===== config.mk =====
export PLATFORM = sky130hd
export DESIGN_NAME = irqt_addr_gen
export DESIGN_NICKNAME = d
export VERILOG_FILES = /design/src/hw/rtl/irqt_pkg.sv /design/src/hw/rtl/irqt_addr_gen.sv
export SDC_FILE = /design/constraint.sdc
export NUM_CORES = 1
export LEC_CHECK = 0
export ABC_AREA = 1
export BUFFER_PORTS_ARGS = -buffer_cell sky130_fd_sc_hd__clkbuf_2
export CAP_MARGIN = 20
export CORE_MARGIN = 2
export CORE_UTILIZATION = 50
export CTS_CLUSTER_SIZE = 28
export DETAILED_ROUTE_END_ITERATION = 10
export GPL_TIMING_DRIVEN = 1
export PLACE_DENSITY = 0.74
export SLEW_MARGIN = 20
export SYNTH_ARGS = -nofsm -noshare
export SYNTH_HDL_FRONTEND = slang
export SYNTH_SLANG_ARGS = --single-unit

===== constraint.sdc =====
create_clock -name clk -period 10.65 [get_ports clk]
set_clock_uncertainty 0.1 [all_clocks]
set_input_delay 2.13 -clock clk [delete_from_list [all_inputs] [get_ports clk]]
set_output_delay 2.13 -clock clk [all_outputs]
set_load 0.01 [all_outputs]

===== src/hw/rtl/irqt_pkg.sv =====
package irqt_pkg;

  // default store geometry
  localparam int MAX_WIDTH_DEF  = 64;
  localparam int MAX_HEIGHT_DEF = 64;

  localparam int CH_W   = 8;
  localparam int PIX_W  = 3 * CH_W;
  localparam int CFG_W  = 7;
  localparam int TURN_W = 2;
  localparam int IDX_W  = 2;

  localparam logic [CFG_W-1:0]  FRAME_WIDTH_RST   = 7'd64;
  localparam logic [CFG_W-1:0]  FRAME_HEIGHT_RST  = 7'd64;
  localparam logic [TURN_W-1:0] QUARTER_TURNS_RST = 2'd1;

  typedef enum logic [IDX_W-1:0] {
    CFG_FRAME_WIDTH   = 2'd0,
    CFG_FRAME_HEIGHT  = 2'd1,
    CFG_QUARTER_TURNS = 2'd2
  } cfg_reg_t;

  typedef enum logic [TURN_W-1:0] {
    TURN_0 = 2'd0,
    TURN_1 = 2'd1,
    TURN_2 = 2'd2,
    TURN_3 = 2'd3
  } turn_t;

  // per-read side information that travels with the store read
  typedef struct packed {
    logic rd_ok;
    logic line_end;
    logic frame_end;
  } rd_tag_t;

endpackage


===== src/hw/rtl/irqt_addr_gen.sv =====
module irqt_addr_gen #(
  parameter int MAX_WIDTH  = irqt_pkg::MAX_WIDTH_DEF,
  parameter int MAX_HEIGHT = irqt_pkg::MAX_HEIGHT_DEF,
  parameter int ROW_W      = $clog2(MAX_HEIGHT),
  parameter int COL_W      = $clog2(MAX_WIDTH),
  parameter int AW         = 1 + ROW_W + COL_W
) (
  input  logic                        clk,
  input  logic                        rst_n,
  input  logic                        step,
  input  logic [irqt_pkg::CFG_W-1:0]  cfg_width,
  input  logic [irqt_pkg::CFG_W-1:0]  cfg_height,
  input  logic [irqt_pkg::TURN_W-1:0] cfg_turns,
  output logic [AW-1:0]               wr_addr,
  output logic [AW-1:0]               rd_addr,
  output irqt_pkg::rd_tag_t           tag
);

  localparam int MAX_DIM = (MAX_WIDTH > MAX_HEIGHT) ? MAX_WIDTH : MAX_HEIGHT;
  localparam int OC_W    = $clog2(MAX_DIM);
  localparam int DIM_W   = OC_W + 2;
  localparam int CMP_W   = (DIM_W > irqt_pkg::CFG_W) ? DIM_W : irqt_pkg::CFG_W;

  logic [ROW_W-1:0] in_row_r, in_row_nxt;
  logic [COL_W-1:0] in_col_r, in_col_nxt;
  logic [OC_W-1:0]  out_row_r, out_row_nxt;
  logic [OC_W-1:0]  out_col_r, out_col_nxt;
  logic             wbank_r, wbank_nxt;

  logic [CMP_W-1:0] wid_ext, hgt_ext;
  logic [DIM_W-1:0] w, h, ow, oh;
  logic [DIM_W-1:0] orow, ocol, sr, sc;
  logic             lend, fend, ilend, ifend;

  // size clamp: zero acts as one, above the store acts as the maximum
  always_comb begin
    wid_ext = CMP_W'(cfg_width);
    hgt_ext = CMP_W'(cfg_height);
    if (wid_ext == '0) begin
      w = DIM_W'(1);
    end else if (wid_ext > CMP_W'(MAX_WIDTH)) begin
      w = DIM_W'(MAX_WIDTH);
    end else begin
      w = DIM_W'(wid_ext);
    end
    if (hgt_ext == '0) begin
      h = DIM_W'(1);
    end else if (hgt_ext > CMP_W'(MAX_HEIGHT)) begin
      h = DIM_W'(MAX_HEIGHT);
    end else begin
      h = DIM_W'(hgt_ext);
    end
    ow = cfg_turns[0] ? h : w;
    oh = cfg_turns[0] ? w : h;
  end

  // source position; an underflow wraps high and fails the range check
  always_comb begin
    orow = DIM_W'(out_row_r);
    ocol = DIM_W'(out_col_r);
    case (cfg_turns)
      irqt_pkg::TURN_0: begin
        sr = orow;
        sc = ocol;
      end
      irqt_pkg::TURN_1: begin
        sr = h - 1'b1 - ocol;
        sc = orow;
      end
      irqt_pkg::TURN_2: begin
        sr = h - 1'b1 - orow;
        sc = w - 1'b1 - ocol;
      end
      default: begin
        sr = ocol;
        sc = w - 1'b1 - orow;
      end
    endcase
  end

  assign tag.rd_ok = (sr < DIM_W'(MAX_HEIGHT)) && (sc < DIM_W'(MAX_WIDTH));
  assign rd_addr   = {~wbank_r, sr[ROW_W-1:0], sc[COL_W-1:0]};
  assign wr_addr   = {wbank_r, in_row_r, in_col_r};

  assign lend          = ocol >= ow - 1'b1;
  assign fend          = lend && (orow >= oh - 1'b1);
  assign tag.line_end  = lend;
  assign tag.frame_end = fend;

  assign ilend = DIM_W'(in_col_r) >= w - 1'b1;
  assign ifend = ilend && (DIM_W'(in_row_r) >= h - 1'b1);

  always_comb begin
    out_row_nxt = out_row_r;
    out_col_nxt = out_col_r;
    in_row_nxt  = in_row_r;
    in_col_nxt  = in_col_r;
    wbank_nxt   = wbank_r;
    if (step) begin
      if (fend) begin
        out_row_nxt = '0;
        out_col_nxt = '0;
      end else if (lend) begin
        out_col_nxt = '0;
        out_row_nxt = out_row_r + 1'b1;
      end else begin
        out_col_nxt = out_col_r + 1'b1;
      end
      if (ifend) begin
        in_row_nxt = '0;
        in_col_nxt = '0;
        wbank_nxt  = ~wbank_r;
      end else if (ilend) begin
        in_col_nxt = '0;
        in_row_nxt = in_row_r + 1'b1;
      end else begin
        in_col_nxt = in_col_r + 1'b1;
      end
    end
  end

  always_ff @(posedge clk) begin
    if (!rst_n) begin
      in_row_r  <= '0;
      in_col_r  <= '0;
      out_row_r <= '0;
      out_col_r <= '0;
      wbank_r   <= 1'b0;
    end else begin
      in_row_r  <= in_row_nxt;
      in_col_r  <= in_col_nxt;
      out_row_r <= out_row_nxt;
      out_col_r <= out_col_nxt;
      wbank_r   <= wbank_nxt;
    end
  end

endmodule


Word-level counts from Yosys, hierarchy flattened
Index checks and enable logic that the tools add are counted.

storage, ports and cells
  flip-flop bits (word level) = 25

cells by class
  reduce and logical (&&, ||, !) cells = 11
  bitwise logic cells = 1
  equality and inequality tests = 2
  $lt $le $gt $ge = 8
  add/sub/neg operators = 12
  multiplexer cells = 16

operators with widths
  operator               count
  $mux W6                8
  $pmux W8 S3            2
  $ge A6 B8 Y1           4
  $sub A8 B1 Y8 const B  4
  $sub A8 B6 Y8          4
  $mux W7                4
  $add A6 B1 Y6 const B  4
  $lt A8 B7 Y1 const B   2
  $mux W8                2
  $gt A7 B7 Y1 const B   2
  $logic_not A7 Y1       2
  $reduce_and A2 Y1      3
  $reduce_bool A2 Y1     2
  $logic_and A1 B1 Y1    3
  $eq A2 B1 Y1 const B   1
  $eq A2 B2 Y1 const B   1
  $logic_not A2 Y1       1
  $not A1 Y1             1

Logic depth before layout (Yosys ltp)
  depth after elaboration = 9
  gate-level depth with buffers = 25

Least setup slack after synthesis
OpenSTA, ideal clock, no wires.

  kind = input-to-output
  start point = in cfg_turns[0] in the netlist's numbering
  end point = out tag[2] in the netlist's numbering
  stages = 15
  path slack = 3.824 ns
  data arrival time = 4.596 ns
  path buffers = 3
  cells stage by stage = inv_2 > buf_2 > ha_1 > clkbuf_1 > clkbuf_1 > o21ai_0 > ha_1 > a21oi_1 > nor2_1 > o21ai_0 > nand2_1 > a21oi_1 > xor2_1 > a21oi_1 > a21oi_1

RTL lines
  item         line                 source
  from (decl)  irqt_addr_gen.sv:13  input logic [irqt_pkg::TURN_W-1:0] cfg_turns,
  to (decl)    irqt_addr_gen.sv:16  output irqt_pkg::rd_tag_t tag

==> flow_metrics.env <==
export IMPL_cts_htree_levels=1
export IMPL_cts_max_path_buffers=2
export IMPL_fin_crit_ns=7.58
export IMPL_die_w_um=87.7
export IMPL_hold_viol=0
export IMPL_final_cell_mix="116 x nand2_1, 106 x inv_1, 47 x nand3_1, 47 x clkbuf_2, 46 x nor2_1"
export IMPL_cts_tree="done"
export IMPL_setup_violations_final=0
export IMPL_dp_hpwl_um=7950
export IMPL_synth_main_ff_cell="dfxtp_1"
export IMPL_met2_usage_pct=41.2
export IMPL_synth_area_leader_cell="ha_1"
export IMPL_ys_types=44
export IMPL_io_buffer_count=47
export IMPL_grt_usage_pct=24.8
export IMPL_dr_pass1_iters=5
export IMPL_synth_top_area_share_pct=16.1
export IMPL_area_growth_pct=9.57
export IMPL_drive_gt1_share_pct=12.0
export IMPL_rsz0062_at_grt="no"
export IMPL_wl_per_cell_um=13.4
export IMPL_start_util_pct=51.6
export IMPL_top_usage_layer="met2"
export IMPL_die_h_um=87.7
export IMPL_utilization_pct=56.5
export IMPL_place_inst=700
export IMPL_fin_cells=704
export IMPL_grt_pass1_wl_um=15400
export IMPL_cp_end_kind="primary output"
export IMPL_power_density_nw_per_um2=76.4
export IMPL_cts_resized_gates=0
export IMPL_fmax_mhz=132
export IMPL_crit_path_cell_trace="clkbuf_2 > inv_2 > ha_1 > o21ai_0 > inv_1 > ha_1 > nand2_1 > nor2_1 > a211oi_1 > nor2_1 > o21ai_0 > nand2_1 > a21oi_1 > nand2_1 > a21oi_1 > a21oi_1 > clkbuf_2"
export IMPL_outcome="finished clean"
export IMPL_nFillCells=695
export IMPL_yosysSeqAreaShare_pct=14.3
export IMPL_drv_slew=0
export IMPL_critPathMaxFanout=24
export IMPL_drtIter0Drc=273
export IMPL_async_reset_ff_share_pct=0
export IMPL_routed_via_density=5.28
export IMPL_cpPeakStageDelay_ns=0.64
export IMPL_detail_route_antenna_nets=0
export IMPL_place_congestion=1.02
export IMPL_final_common_cell="nand2_1"
export IMPL_clk_pin_slew_ns=0.08
export IMPL_row_count=30
export IMPL_syn_area_per_cell_um2=6.16
export IMPL_path_class="in2out"
export IMPL_use_met1_pct=35.4
export IMPL_cap_violations=0
export IMPL_finalCritPeriodShare_pct=71.2
export IMPL_yosys_warnings=0
export IMPL_irDropWorstVdd_mv=0.0949
export IMPL_num_vias=3714
export IMPL_max_slew_margin_pct=54.4
export IMPL_dieArea_um2=7690
export IMPL_grt_pass1_vias=3342
export IMPL_grt_start_max_net_pins=25
export IMPL_arrival_ns=5.35
export IMPL_fp_coreArea_um2=6790
export IMPL_grt_overflow_total=0
export IMPL_start_kind="input port"
export IMPL_tns_ns=0
export IMPL_cts_buffers=3
export IMPL_leakagePower_nw=1.98
export IMPL_synth_area_um2=3500
export IMPL_root_buffer="clkbuf_8"
export IMPL_worst_slew_pin_slew_ns=0.685
export IMPL_ys_ff_latch=25
export IMPL_clk_latency_ns=0.27
export IMPL_synth_area_leaders="ha_1 16%, dfxtp_1 14%, nand2_1 12%"
export IMPL_antenna_found_initial=0
export IMPL_globalRouteMet3Util_pct=0.660
export IMPL_io_pin_count=48
export IMPL_netlist_instances=569
export IMPL_hold_buffers=0
export IMPL_drcViolationCount=0
export IMPL_cp_slowest_cell="ha_1"
export IMPL_post_cts_buffers=0
export IMPL_antennaDiodeCount=0
export IMPL_wl_um=9420
export IMPL_synth_edf_count=0
export IMPL_crit_required_ns=8.42
export IMPL_worstHoldPathType="reg2reg"
export IMPL_synthesis_nets=635
export IMPL_clkSinkCount=25
export IMPL_final_net_count=675
## path summary, 6_finish.rpt
kind | start | cells after the start | slack [ns] | endpoint
worst max register to register | out_col_r[0] | 16 | 8.26 | out_col_r[5]
worst min-delay path | wbank_r | 2 | 0.39 | wbank_r
worst max-delay path | cfg_turns[0] | 17 | 3.07 | tag[2]
worst min register to register | wbank_r | 2 | 0.39 | wbank_r
## through the flow
stage	instance area (um2)	worst slack (ns)	power (mW)	hold slack (ns)
6_report	3840	3.07	0.293	0.392
5_1_grt	3840	2.73	0.316	0.409
4_1_cts	3840	3.12	0.292	0.393
3_5_place_dp	3790	3.14	0.237	0.380
3_3_place_gp	3790	3.25	0.234	0.367
2_1_floorplan	3500	3.82	0.198	0.354
## synth_stat cells (all sizes together), types with 3 or more instances
| master | instances |
|---|---|
| a22oi | 3 |
| o22ai | 3 |
| ha | 45 |
| nor3 | 7 |
| or2 | 3 |
| o221ai | 8 |
| buf | 5 |
| inv | 111 |
| dfxtp | 25 |
| nor2 | 48 |
| nor4 | 4 |
| xor2 | 14 |
| a21oi | 38 |
| o21ai | 49 |
| clkbuf | 7 |
| nand3 | 51 |
| nand4 | 12 |
| nand2 | 122 |
## cell type report
| type | instances | area, um2 | area share, % |
|---|---|---|---|
| Sequential cell | 25 | 500 | 13.0 |
| Timing Repair Buffer | 47 | 235 | 6.13 |
| Clock buffer | 4 | 45.0 | 1.17 |
| Tap cell | 96 | 120 | 3.13 |
| Inverter | 111 | 419 | 10.9 |
| Multi-Input combinational cell | 421 | 2520 | 65.6 |
## report_power, final
part / internal [mW] / leakage [nW] / switching [mW]
clock network: 0.0268 / 0.0228 / 0.0300
logic: 0.0509 / 1.75 / 0.0882
registers: 0.0948 / 0.202 / 0.00245
total: 0.172 / 1.98 / 0.121
## routing by layer
| metal | wire length, um | vias to the layer above |
|---|---|---|
| li1 | - | 1943 |
| met5 | 0 | - |
| met2 | 4240 | 112 |
| met3 | 537 | 14 |
| met4 | 194 | 0 |
| met1 | 4450 | 1645 |
## worst max-delay path: cells and delay by family
family / cells / cell delay [ns]
buf+inv: 4 / 0.74
fa+ha+maj: 2 / 0.87
compound gates: 6 / 1.22
simple gates: 5 / 0.36
## registers in the layout, indices dropped and copies added (netlist names)
name and flops:
wbank_r 1, in_row_r 6, out_col_r 6, in_col_r 6, out_row_r 6
## logic make-up (layout without fill, tap and decap cells)
| family | count (synthesis) | count (layout) | share of synthesized area (%) |
|---|---|---|---|
| fa+ha+maj | 47 | 47 | 17.2 |
| buf+inv | 123 | 162 | 13.8 |
| simple gates | 250 | 250 | 33.0 |
| xor+xnor | 16 | 16 | 4.00 |
| compound gates | 108 | 108 | 17.7 |
| flops | 25 | 25 | 14.3 |
(Power assumes the default switching activity.)
